<file path="src/hw/rtl/adccal_pkg.sv">
package adccal_pkg;

  localparam int unsigned MAX_RESOLUTION_DEF = 32;
  localparam int unsigned CODE_W             = 32;
  localparam int unsigned BITS_W             = 6;
  localparam int unsigned DIV_STAGES         = CODE_W;

  localparam logic [BITS_W-1:0] RESET_BITS = 6'd12;
  localparam logic [CODE_W-1:0] RESET_LOW  = 32'd0;
  localparam logic [CODE_W-1:0] RESET_HIGH = 32'd4095;

  // Configuration register indexes
  typedef enum logic [1:0] {
    REG_RES_BITS = 2'd0,
    REG_LOW_REF  = 2'd1,
    REG_HIGH_REF = 2'd2
  } reg_idx_t;

  // Word travelling down the divider pipeline
  typedef struct packed {
    logic              byp;     // invalid configuration, pass raw code
    logic              sat;     // clamped result
    logic              direct;  // quotient is the result
    logic [CODE_W-1:0] val;     // result when not direct
    logic [CODE_W-1:0] span;    // divisor
    logic [CODE_W-1:0] rem;     // partial remainder
    logic [CODE_W-1:0] low;     // dividend bits left, quotient shifted in
  } pipe_t;

endpackage

</file>
<file path="src/hw/rtl/adccal_div_stage.sv">
module adccal_div_stage
  import adccal_pkg::*;
(
  input  logic  clk,
  input  logic  rst,
  input  logic  in_v,
  input  pipe_t in_pl,
  output logic  up_ready,
  input  logic  dn_ready,
  output logic  v,
  output pipe_t pl
);

  logic [CODE_W:0] trial;
  logic            take;
  pipe_t           pl_next;

  // One restoring division step: one quotient bit
  always_comb begin
    trial   = {in_pl.rem, in_pl.low[CODE_W-1]};
    take    = trial >= {1'b0, in_pl.span};
    pl_next = in_pl;
    pl_next.rem = take ? CODE_W'(trial - {1'b0, in_pl.span}) : trial[CODE_W-1:0];
    pl_next.low = {in_pl.low[CODE_W-2:0], take};
  end

  assign up_ready = !v || dn_ready;

  always_ff @(posedge clk) begin
    if (rst) begin
      v <= 1'b0;
    end else if (up_ready) begin
      v <= in_v;
    end
    if (up_ready) begin
      pl <= pl_next;
    end
  end

endmodule

</file>
<file path="config.mk">
export PLATFORM = sky130hd
export DESIGN_NAME = adccal_div_stage
export DESIGN_NICKNAME = d
export VERILOG_FILES = /design/src/hw/rtl/adccal_pkg.sv /design/src/hw/rtl/adccal_div_stage.sv
export SDC_FILE = /design/constraint.sdc
export NUM_CORES = 1
export LEC_CHECK = 0
export BUFFER_PORTS_ARGS = -buffer_cell sky130_fd_sc_hd__buf_2
export CAP_MARGIN = 20
export CELL_PAD_IN_SITES_DETAIL_PLACEMENT = 1
export CELL_PAD_IN_SITES_GLOBAL_PLACEMENT = 2
export CORE_MARGIN = 4
export CORE_UTILIZATION = 32
export DETAILED_ROUTE_END_ITERATION = 10
export PLACE_DENSITY = 0.95
export SLEW_MARGIN = 40
export SYNTH_ARGS = -nofsm -noshare
export SYNTH_HDL_FRONTEND = slang
export SYNTH_SLANG_ARGS = --single-unit
export TNS_END_PERCENT = 50
</file>
<file path="constraint.sdc">
create_clock -name clk -period 6 [get_ports clk]
set_input_delay 0 -clock clk [delete_from_list [all_inputs] [get_ports clk]]
set_output_delay 0 -clock clk [all_outputs]
set_load 0.05 [all_outputs]
</file>
Yosys cells after proc, flatten, opt, wreduce, memory -nomap -nowiden
Index checks and enable logic that the tools add are counted.
{"block": "op_classes", "n_bitwise": 0, "div_mod_pow": 0, "n_mux": 1, "addsub": 1, "n_lt_le_gt_ge": 1, "mul": 0, "reduce_logical": 2, "shift": 0, "n_eq_ne": 0}
{"op": "33-bit by 32-bit greater-or-equal comparator with 1-bit output", "n": 1}
{"op": "32-bit two-way mux", "n": 1}
{"op": "32-bit subtractor", "n": 1}
{"op": "1-bit zero test", "n": 1}
{"op": "1-bit logical OR", "n": 1}
{"block": "totals", "output_inout_bits": 133, "mem_bits_ro": 0, "register_bits": 132, "ram_bits": 0, "latch_bits": 0, "input_bits": 135, "n_memories": 0, "elab_cells": 13}

Depth between registers and ports, before layout
{"block": "depth", "depth_word": 2, "depth_mapped": 13, "mapped_depth_nobuf": 12}

Worst setup path after synthesis
OpenSTA, ideal clock, no wires.
{"block": "synth_path", "kind": "reg-to-reg", "from": "reg v", "to": "reg pl[0] in the netlist's numbering (enable)", "period_less_slack_ns": 4.447, "path_buffers": 0, "path_slack_ns": 1.553, "path_stages_with_launch": 2, "t_arrival_ns": 3.185, "required_ns": 4.738, "setup_time_ns": 1.262, "cell_sequence": "dfxtp_1 > nand2b_1"}
{"block": "synth_between", "elab_chain_cells": 2}
{"item": "start: declaration", "line": "adccal_div_stage.sv:10", "text": "output logic v,"}
{"item": "start signal: assignment", "line": "adccal_div_stage.sv:33", "text": "v <= in_v;"}
{"item": "1-bit zero test", "line": "adccal_div_stage.sv:27", "text": "assign up_ready = !v || dn_ready;"}
{"item": "1-bit logical OR", "line": "adccal_div_stage.sv:27"}
{"item": "named net up_ready", "line": "adccal_div_stage.sv:8", "text": "output logic up_ready,"}
{"item": "end signal: assignment", "line": "adccal_div_stage.sv:36", "text": "pl <= pl_next;"}
{"item": "end: declaration", "line": "adccal_div_stage.sv:11", "text": "output pipe_t pl"}
The timed path passes the listed nets, and every way through them passes these cells.
A chain may end at the register's enable or synchronous reset.

==> metrics <==
crit path time final 3440 ps; drt initial violations 263; core footprint 18800 um2; CTS tree yes; total CTS buffers 17; crit path capture pl[62]$_DFFE_PP_; largest cells by area after synthesis edfxtp_1 (64%), ha_1 (6.5%), a21oi_1 (4.6%); top cell type's share of synthesized area 0.639; Leakage 4.31 nW; ant diodes 0; gr ovfl total 0; router iterations before antenna repair 5; Final setup viols 0; Distinct cells, synth 48; initial core utilization 0.327; top post-synthesis cells by count edfxtp_1 (131), a21oi_1 (56), inv_1 (39); TNS Setup 0 ps; vias per cell 4.72; register bit total from synthesis 132; reg2reg end pl[79]$_DFFE_PP_; # nets final 1046; vias in the first global route 5984; max_slew headroom 0.456; Power Density 319 nW/um2; Setup CP Type input port to flip-flop; Yosys warning count 0; root buf cell clkbuf_16; DIE AREA 21500 um2; Clock Tree Buf Depth 2; Max-Cap Viols 0; DR WL/cell 20.0 um; EDFF count, synth 131; R2R setup slack 3960 ps; Seq/Total Area, Yosys 0.642; Final ANT Viol Nets 0; num ports 268; Max Clock Freq 291 MHz; clk_skew 11.6 ps; Routed Wire Length 23000 um; vias 5436; Yosys top cell by area edfxtp_1; fraction of layout cells with a size suffix above 1 0.351; peak supply drop 193 uV; Final WS setup 2560 ps; Die W 147 um; Slew @ Worst Pin 817 ps; Die H 147 um; crit path DAT 3600 ps; Cells after Synth 476; cell row count 50; worst min path class input port to flip-flop; area delta synth->final 56.8%; maximum fanout along the worst path 3; crit end category flip-flop; ys async rst share 0; Post-CTS Setup Repair Bufs 0; Slew Viols, Final 0; startpoint types input port; Design Power 3.08 mW; clock latency at the later pin of the worst-skew pair 420 ps; Fin. Hold Viols 0; Port Buffer Count 267; Placed Instances 991; GRT Util Overall 0.210; syn_nets 644; Worst setup startpoint in_pl[64]; Most used DFF post-synth edfxtp_1; global-route wire length before repair 34900 um; H-Tree Depth 4; pre-CTS setup slack 2690 ps; DP HPWL 15000 um; RSZ-0062 raised after global routing no; syn_area_per_cell 12.9 um2; TritonCTS Sinks 132; Worst Reg-to-Reg Cells 2; count leader, synth edfxtp_1; pin count of the biggest net entering global routing 80; Core Util, Final 0.513; Final Cycle Share 0.574; FF-to-FF Start v$_SDFFE_PP0P_; post-route insts no fill 1151; antenna violations before repair 0; status complete, no violations; Worst Path Required 6160 ps; RePlAce Congestion 0.789; area of the mapped netlist 6160 um2; Remaining DRCs 0; Reg clk slew, reported paths 60 ps
[through the flow]
| stage | cell area [um2] | hold WS (ps) |
|---|---|---|
| floorplan | 6160 | 69.1 |
| global placement | 7780 | 155 |
| detailed placement | 7780 | 161 |
| CTS | 9660 | 19.6 |
| global route | 9660 | 20.0 |
| finish | 9660 | 29.7 |
[worst min-delay path by stage]
stage	startpoint	endpoint	slack [ps]	cells after the start
6_report	in_pl[32]	pl[33]$_DFFE_PP_	30	3
5_1_grt	in_pl[32]	pl[33]$_DFFE_PP_	20	3
4_1_cts	in_pl[31]	pl[32]$_DFFE_PP_	20	3
3_5_place_dp	rst	v$_SDFFE_PP0P_	160	2
3_3_place_gp	rst	v$_SDFFE_PP0P_	160	2
2_1_floorplan	rst	v$_SDFFE_PP0P_	70	1
[where the power goes]
part / internal [mW] / total, mW / switching, mW / leakage (nW)
combinational: 0.256 / 0.846 / 0.590 / 2.66
clock: 0.627 / 1.07 / 0.445 / 0.283
sequential: 1.13 / 1.16 / 0.0318 / 1.36
[worst max-delay path, stage by stage]
cell and delay (ps):
dlygate4sd3_1 550, buf_2 140, ha_1 220, fa_1 410, nand2b_1 190, a21oi_1 260
o2111ai_1 230, o311a_1 380, a21oi_1 270, a21oi_1 190, o41ai_1 340, xor2_1 110
mux2_1 320
[placed cells by master, fill, tap and decap left out, drive strengths merged, types with 5 or more instances in the layout]
cell type | netlist | final
nor2 | 37 | 37
a21o | 13 | 13
clkbuf | 8 | 18
nand2b | 5 | 5
xnor2 | 15 | 15
o21ai | 16 | 16
a21oi | 56 | 56
nand2 | 28 | 28
nand3 | 8 | 8
ha | 32 | 32
dlygate4sd3 | 0 | 128
nand4 | 7 | 7
inv | 39 | 48
xor2 | 12 | 12
edfxtp | 131 | 131
buf | 7 | 270
o21a | 6 | 6
mux2 | 10 | 10
[sequential cells by signal (all words and copies together) (netlist names)]
register	count
pl	131
v	1
[cells by family after synthesis]
kind of cell | Yosys count | synth area share
AOI/OAI and AO/OA | 119 | 0.121
xor gates and xnor gates | 27 | 0.0384
adders and majority gates | 33 | 0.0683
buffers and inverters | 54 | 0.0356
DFF | 132 | 0.642
muxes | 12 | 0.0215
and+or+nand+nor | 99 | 0.0727
[final cells by class]
type	instances	area, um2
clock buffer	18	429
clock inverter	14	166
fill	2073	9170
inverter	39	146
multi-input combinational	290	1990
sequential	132	3950
tap	260	325
timing repair buffer	398	2640
[metal layers]
metal  track usage  wire (um)  vias to the layer above  share of wire
met5             0          0                        -              0
met4        0.0673        440                        0          0.019
met3        0.0540       1420                       29          0.062
met2         0.398      12300                      201           0.54
met1         0.228       8770                     2632           0.38
li1              -          -                     2574              -
[what timing repair did]
action                                  4_1_cts  5_1_grt
hold buffers                                128        0
gates resized for setup                       0        0
endpoints found under the setup margin        0        0
hold endpoints to repair                    127        0
Power figures use the tool's default switching activity.
