<file path="src/hw/rtl/adccal_pkg.sv">
package adccal_pkg;

  localparam int unsigned MAX_RESOLUTION_DEF = 32;
  localparam int unsigned CODE_W             = 32;
  localparam int unsigned BITS_W             = 6;
  localparam int unsigned DIV_STAGES         = CODE_W;

  localparam logic [BITS_W-1:0] RESET_BITS = 6'd12;
  localparam logic [CODE_W-1:0] RESET_LOW  = 32'd0;
  localparam logic [CODE_W-1:0] RESET_HIGH = 32'd4095;

  // Configuration register indexes
  typedef enum logic [1:0] {
    REG_RES_BITS = 2'd0,
    REG_LOW_REF  = 2'd1,
    REG_HIGH_REF = 2'd2
  } reg_idx_t;

  // Word travelling down the divider pipeline
  typedef struct packed {
    logic              byp;     // invalid configuration, pass raw code
    logic              sat;     // clamped result
    logic              direct;  // quotient is the result
    logic [CODE_W-1:0] val;     // result when not direct
    logic [CODE_W-1:0] span;    // divisor
    logic [CODE_W-1:0] rem;     // partial remainder
    logic [CODE_W-1:0] low;     // dividend bits left, quotient shifted in
  } pipe_t;

endpackage

</file>
<file path="src/hw/rtl/adccal_prep.sv">
module adccal_prep
  import adccal_pkg::*;
#(
  parameter int unsigned MaxResolution = MAX_RESOLUTION_DEF
) (
  input  logic              clk,
  input  logic              rst,
  input  logic              in_v,
  input  logic [CODE_W-1:0] raw,
  input  logic [BITS_W-1:0] res_bits,
  input  logic [CODE_W-1:0] low_ref,
  input  logic [CODE_W-1:0] high_ref,
  output logic              up_ready,
  input  logic              dn_ready,
  output logic              v,
  output pipe_t             pl
);

  typedef struct packed {
    logic              byp;
    logic              sat;
    logic              direct;
    logic [CODE_W-1:0] val;
    logic [CODE_W-1:0] span;
    logic [CODE_W-1:0] d;
    logic [BITS_W-1:0] bits;
  } prep_t;

  logic        va;
  prep_t       pa;
  prep_t       pa_next;
  logic        ready_a;
  logic [CODE_W:0]     fs;
  logic                invalid;
  logic [2*CODE_W-1:0] num;

  // Decode the configuration and classify the raw code
  always_comb begin
    fs      = (33'd1 << res_bits) - 33'd1;
    invalid = (res_bits == '0) || (res_bits > BITS_W'(MaxResolution)) ||
              (high_ref <= low_ref) || ({1'b0, low_ref} >= fs) ||
              ({1'b0, high_ref} > fs);
    pa_next        = '0;
    pa_next.span   = high_ref - low_ref;
    pa_next.d      = raw - low_ref;
    pa_next.bits   = res_bits;
    if (invalid) begin
      pa_next.byp = 1'b1;
      pa_next.val = raw;
    end else if (raw < low_ref) begin
      pa_next.sat = 1'b1;
      pa_next.val = '0;
    end else if ((raw - low_ref) > (high_ref - low_ref)) begin
      pa_next.sat = 1'b1;
      pa_next.val = fs[CODE_W-1:0];
    end else begin
      pa_next.direct = 1'b1;
    end
  end

  assign ready_a  = !v || dn_ready;
  assign up_ready = !va || ready_a;

  // Stage A: hold the classified word
  always_ff @(posedge clk) begin
    if (rst) begin
      va <= 1'b0;
    end else if (up_ready) begin
      va <= in_v;
    end
    if (up_ready) begin
      pa <= pa_next;
    end
  end

  // d * (2^bits - 1) as a shift and a subtract
  assign num = ({{CODE_W{1'b0}}, pa.d} << pa.bits) - {{CODE_W{1'b0}}, pa.d};

  // Stage B: hold the dividend split into remainder and low bits
  always_ff @(posedge clk) begin
    if (rst) begin
      v <= 1'b0;
    end else if (ready_a) begin
      v <= va;
    end
    if (ready_a) begin
      pl.byp    <= pa.byp;
      pl.sat    <= pa.sat;
      pl.direct <= pa.direct;
      pl.val    <= pa.val;
      pl.span   <= pa.span;
      pl.rem    <= num[2*CODE_W-1:CODE_W];
      pl.low    <= num[CODE_W-1:0];
    end
  end

endmodule

</file>
<file path="config.mk">
export PLATFORM = sky130hd
export DESIGN_NAME = adccal_prep
export DESIGN_NICKNAME = d
export VERILOG_FILES = /design/src/hw/rtl/adccal_pkg.sv /design/src/hw/rtl/adccal_prep.sv
export SDC_FILE = /design/constraint.sdc
export NUM_CORES = 1
export LEC_CHECK = 0
export ABC_CLOCK_PERIOD_IN_PS = 8450
export BUFFER_PORTS_ARGS = -buffer_cell sky130_fd_sc_hd__buf_2
export CORE_UTILIZATION = 61
export CTS_BUF_LIST = sky130_fd_sc_hd__clkbuf_4
export CTS_CLUSTER_SIZE = 12
export DETAILED_ROUTE_END_ITERATION = 10
export PLACE_DENSITY_LB_ADDON = 0.12
export RECOVER_POWER = 25
export SETUP_SLACK_MARGIN = 0.1
export SLEW_MARGIN = 25
export SYNTH_ARGS = -nofsm -noshare
export SYNTH_HDL_FRONTEND = slang
export SYNTH_SLANG_ARGS = --single-unit
export TNS_END_PERCENT = 20
</file>
<file path="constraint.sdc">
create_clock -name clk -period 8.45 [get_ports clk]
set_clock_uncertainty 0.15 [all_clocks]
set_input_delay 1.69 -clock clk [delete_from_list [all_inputs] [get_ports clk]]
set_output_delay 1.69 -clock clk [all_outputs]
set_load 0.05 [all_outputs]
</file>
* Word level (Yosys, flattened, before mapping)
Cells that the tools add are included.
** Word-level totals
- Memories kept :: 0
- Bits in latches :: 0
- Flip-flop bits (word level) :: 238
- Memory bits (writable) :: 0
- ROM bits :: 0
- Logic and storage cells :: 45
** Operators by class
- Bitwise operators :: 0
- $mul :: 0
- Magnitude comparators :: 6
- Divide/modulo/power cells :: 0
- Reductions and logical operators :: 10
- Shift-type cells :: 2
- Equality and inequality tests :: 0
- $add $sub $neg :: 4
- Muxes and demuxes :: 7
** Operator list (count)
- 2-to-1 mux 32 bit :: 3
- left shift 32 x 6 -> 64 bit :: 1
- subtractor 32 bit :: 2
- subtractor 64 x 32 -> 64 bit :: 1
- greater-or-equal comparator 32 x 33 -> 1 bit :: 1
- > comparator 32 x 33 -> 1 bit :: 1
- left shift 1 x 6 -> 33 bit, first input constant :: 1
- subtractor 33 x 1 -> 33 bit, second input constant :: 1
- > comparator 32 bit :: 1
- <= comparator 32 bit :: 1
- less-than comparator 32 bit :: 1
- > comparator 6 bit, second input constant :: 1
- logical NOT 6 bit :: 1
- logical OR 1 bit :: 6
- 2-to-1 mux 1 bit :: 4
- logical NOT 1 bit :: 2
- OR reduction 2 bit :: 1

* Depth between registers and ports, before layout
- Word-level depth :: 6
- Mapped depth :: 26
- Depth with buffers taken out :: 25

* Worst setup path after synthesis
No wires, ideal clock.
- Path type :: in2reg
- Start :: in low_ref[1]
- End :: reg pa[77] (netlist name), data pin
- Library setup time :: 262 ps
- Stages :: 24
- Arrival time :: 6483 ps
- Path slack :: 1555 ps
- Cell sequence :: inv_1 -> ha_1 -> nor2b_1 -> o21ba_2 -> o311a_1 -> o2111ai_1 -> a21oi_1 -> a41o_1 -> a311o_1 -> a221o_1 -> a21o_1 -> xnor2_1 -> ha_1 -> nand4_1 -> nor2_1 -> nand3_1 -> or3_1 -> a21oi_1 -> or4b_2 -> o21ai_0 -> a211o_1 -> clkbuf_1 -> nor2_1 -> mux2_1
** RTL lines
- start: declaration :: RTL line adccal_prep.sv:11 : input logic [CODE_W-1:0] low_ref,
- end signal: assignment :: RTL line adccal_prep.sv:72 : pa <= pa_next;
- end: declaration :: RTL line adccal_prep.sv:30 : prep_t pa;

==> flow_metrics.env <==
export IMPL_slew_violations=61
export IMPL_start_util_pct=62.5
export IMPL_slowest_delay_ns=0.82
export IMPL_ys_types=106
export IMPL_cts_resized=0
export IMPL_yosys_warnings=0
export IMPL_cp_max_fo=23
export IMPL_ys_ff_latch=238
export IMPL_root_buffer="clkbuf_4"
export IMPL_violations="DRC, capacitance limit, slew limit"
export IMPL_clock_latency_ns=0.74
export IMPL_crit_family="simple AND/OR/NAND/NOR gates"
export IMPL_num_nets_final=2449
export IMPL_p_total_mw=5.08
export IMPL_final_core_util_pct=69.8
export IMPL_fp_dieArea_um2=32300
export IMPL_final_min_clock_period_ns=7.12
export IMPL_gp_congestion=0.992
export IMPL_placed_area_um2=20800
export IMPL_yosysSeqAreaShare_pct=37.0
export IMPL_start_kind="primary input"
export IMPL_criticalPathCategory="primary input to flop"
export IMPL_fin_crit_sh_pct=84.2
export IMPL_nFillCells=2362
export IMPL_synth_main_ff_cell="edfxtp_1"
export IMPL_die_w_um=180
export IMPL_dr_first_iter_drc_count=1391
export IMPL_grt_pass1_wl_mm=87.7
export IMPL_rsz0062_at_grt="no"
export IMPL_clk_pin_slew_worst_paths_ns=0.07
export IMPL_postLayoutCellArea_um2=21500
export IMPL_cp_end_kind="flop"
export IMPL_max_slew_worst_pin_slew_ns=2.89
export IMPL_drt_first_pass_iters=9
export IMPL_syn_nets=2198
export IMPL_setup_tns_ns=0
export IMPL_area_growth_syn_to_layout_pct=11.6
export IMPL_timing_hold_ws_ns=0.262
export IMPL_grt_pass1_vias=16318
export IMPL_final_setup_viol_count=0
export IMPL_slew_headroom_pct=-93.6
export IMPL_drive_gt1_share_pct=20.8
export IMPL_placement_io_buffers=238
export IMPL_power_density_nw_per_um2=236
export IMPL_cts_tree="yes"
export IMPL_fp_row_count=64
export IMPL_ir_drop_uv=150
export IMPL_ios=239
export IMPL_cp_required_ns=8.74
export IMPL_instances_no_fill=2590
export IMPL_antenna_found_initial=1
export IMPL_place_inst=2485
export IMPL_cts_buffers=60
export IMPL_dieHeight_um=180
export IMPL_vias_per_cell=6.37
export IMPL_synthCells=1900
export IMPL_crit_buf_inv=3
export IMPL_drt_antenna_violating_nets=0
export IMPL_async_reset_ff_share_pct=0
export IMPL_fmax_ghz=0.141
export IMPL_pre_cts_ws_ns=0.706
export IMPL_core_area_um2=30800
export IMPL_cp_arrival_ns=7.40
export IMPL_path_cells="clkbuf_1, nor2_1, and3_1, nand2_1, ha_1, buf_4, o31a_1, nor4_1, inv_1, o21ai_0, a22o_1, a21oi_1, ha_1, nand4_1, nor3_1, and4b_1, o311ai_0, and3_1, a22oi_4, mux2i_1"
export IMPL_cts_max_path_buffers=3
export IMPL_ctsHoldBuffers=0
export IMPL_leakage_nw=9.88
export IMPL_drc=9
export IMPL_hold_viol=0
export IMPL_vias=16494
export IMPL_cp_slowest_cell="clkbuf_1"
export IMPL_status="finished with violations"
export IMPL_drt_wl_total_mm=57.7
export IMPL_cts_num_sinks=238
export IMPL_synth_edf_count=236
export IMPL_syn_area_per_cell_um2=10.1
export IMPL_grt_usage_pct=34.9
export IMPL_htreeDepth=2
export IMPL_grt_overflow_total=0
export IMPL_setup_ws_ns=1.33
export IMPL_hold_class="flop to flop"
export IMPL_post_cts_buffers=0
export IMPL_wl_per_cell_um=22.3
export IMPL_drv_cap=1
export IMPL_syn_cell_area_um2=19300
export IMPL_grt_max_degree=73
export IMPL_dp_hpwl_mm=45.1
## final timing paths
kind / startpoint / to / slack, ns / cells past startpoint
worst min-delay path: pa[55] / pl[81] / 0.26 / 0
worst max-delay path: res_bits[1] / pa[70] / 1.33 / 20
worst min register to register: pa[55] / pl[81] / 0.26 / 0
worst max register to register: pa[2] / pl[60] / 2.52 / 18
## Yosys cell counts, types with 6 or more instances
| cell | number | area (µm²) |
|---|---|---|
| edfxtp_1 | 236 | 7090 |
| ha_1 | 189 | 2360 |
| nor2_1 | 167 | 627 |
| a21oi_1 | 130 | 651 |
| inv_1 | 129 | 484 |
| nand2_1 | 103 | 387 |
| a21o_1 | 85 | 638 |
| xnor2_1 | 84 | 736 |
| o21ai_0 | 73 | 365 |
| mux2_2 | 44 | 495 |
| mux2i_1 | 42 | 420 |
| clkbuf_1 | 41 | 154 |
| nand3_1 | 40 | 200 |
| xor2_1 | 39 | 342 |
| nor3_1 | 32 | 160 |
| o21a_1 | 30 | 225 |
| nor2b_1 | 29 | 181 |
| mux4_2 | 28 | 631 |
| nand4_1 | 27 | 169 |
| a211oi_1 | 21 | 158 |
| and3_1 | 20 | 125 |
| and2_1 | 19 | 119 |
| a31oi_1 | 16 | 100 |
| nand2b_1 | 15 | 93.8 |
| a22oi_1 | 14 | 105 |
| o21bai_1 | 14 | 105 |
| o22ai_1 | 14 | 87.6 |
| o211ai_1 | 10 | 75.1 |
| a211o_1 | 9 | 78.8 |
| and4_1 | 9 | 78.8 |
| a32oi_1 | 7 | 61.3 |
| buf_1 | 7 | 26.3 |
| buf_2 | 7 | 35.0 |
| mux2_1 | 7 | 78.8 |
| nand3b_1 | 7 | 52.6 |
| o31a_1 | 7 | 61.3 |
| o31ai_1 | 7 | 52.6 |
| or2_2 | 7 | 43.8 |
| a22o_1 | 6 | 52.6 |
| nor4_1 | 6 | 37.5 |
## cell type report
| cell class | count | area [µm²] | share of cell area, % |
|---|---|---|---|
| inverter | 132 | 497 | 2.31 |
| timing repair buffer | 255 | 1320 | 6.14 |
| sequential | 238 | 7130 | 33.1 |
| clock buffer | 83 | 623 | 2.90 |
| tap | 396 | 495 | 2.30 |
| clock inverter | 21 | 136 | 0.634 |
| multi-input combinational | 1464 | 11300 | 52.6 |
| antenna | 1 | 2.50 | 0.0116 |
## cells in the final DEF, fill, tap and decap left out, types with 15 or more instances in the layout
cell type,synthesis,routed
edfxtp_1,236,236
buf_2,7,230
ha_1,189,189
nor2_1,167,167
a21oi_1,130,130
inv_1,129,128
nand2_1,103,103
a21o_1,85,85
xnor2_1,84,84
clkbuf_4,0,83
o21ai_0,73,73
mux2_2,44,44
mux2i_1,42,42
nand3_1,40,40
xor2_1,39,39
nor3_1,32,32
o21a_1,30,30
nor2b_1,29,29
mux4_2,28,28
nand4_1,27,27
a211oi_1,21,21
and3_1,20,20
and2_1,19,19
a31oi_1,16,16
clkinv_1,2,16
buf_4,4,16
nand2b_1,15,15
## metal layers
layer,wire (µm),track usage (%),up-vias
met1,23000,43.5,7846
met2,27200,58.3,806
met4,3290,20.7,0
met5,0,0,-
li1,-,-,7686
met3,4190,4.70,156
## power by group
group	internal, mW	switching [mW]
clock	0.512	0.466
sequential	1.63	0.131
combinational	0.743	1.59
total	2.89	2.19
## registers in the layout, summed over array words and instances, names as in the netlist
register / cells
v: 1
pl: 131
pa: 105
va: 1
## worst reg2reg max path: stages, from the launching register on
cell,delay [ns]
edfxtp_1,0.35
buf_4,0.23
inv_1,0.55
buf_4,0.41
mux4_2,0.43
mux2i_1,0.46
nor2_1,0.08
a211oi_1,0.26
ha_1,0.35
a22oi_1,0.19
o211a_1,0.21
nand2_1,0.06
o31ai_1,0.54
o31a_1,0.26
o21bai_1,0.15
o2111a_1,0.35
a21boi_2,0.31
and3_1,0.24
xnor2_1,0.10
## logic make-up after synthesis
family / after synthesis / share of synthesized area (%)
XOR/XNOR: 123 / 5.59
adder cells (fa/ha/maj): 194 / 12.7
buffers and inverters: 198 / 4.34
AO/OA/AOI/OAI: 503 / 17.7
multiplexers: 127 / 9.01
flip-flops: 238 / 37.0
AND/OR/NAND/NOR: 517 / 13.8
Note: power is estimated with default switching activity, not from simulation.
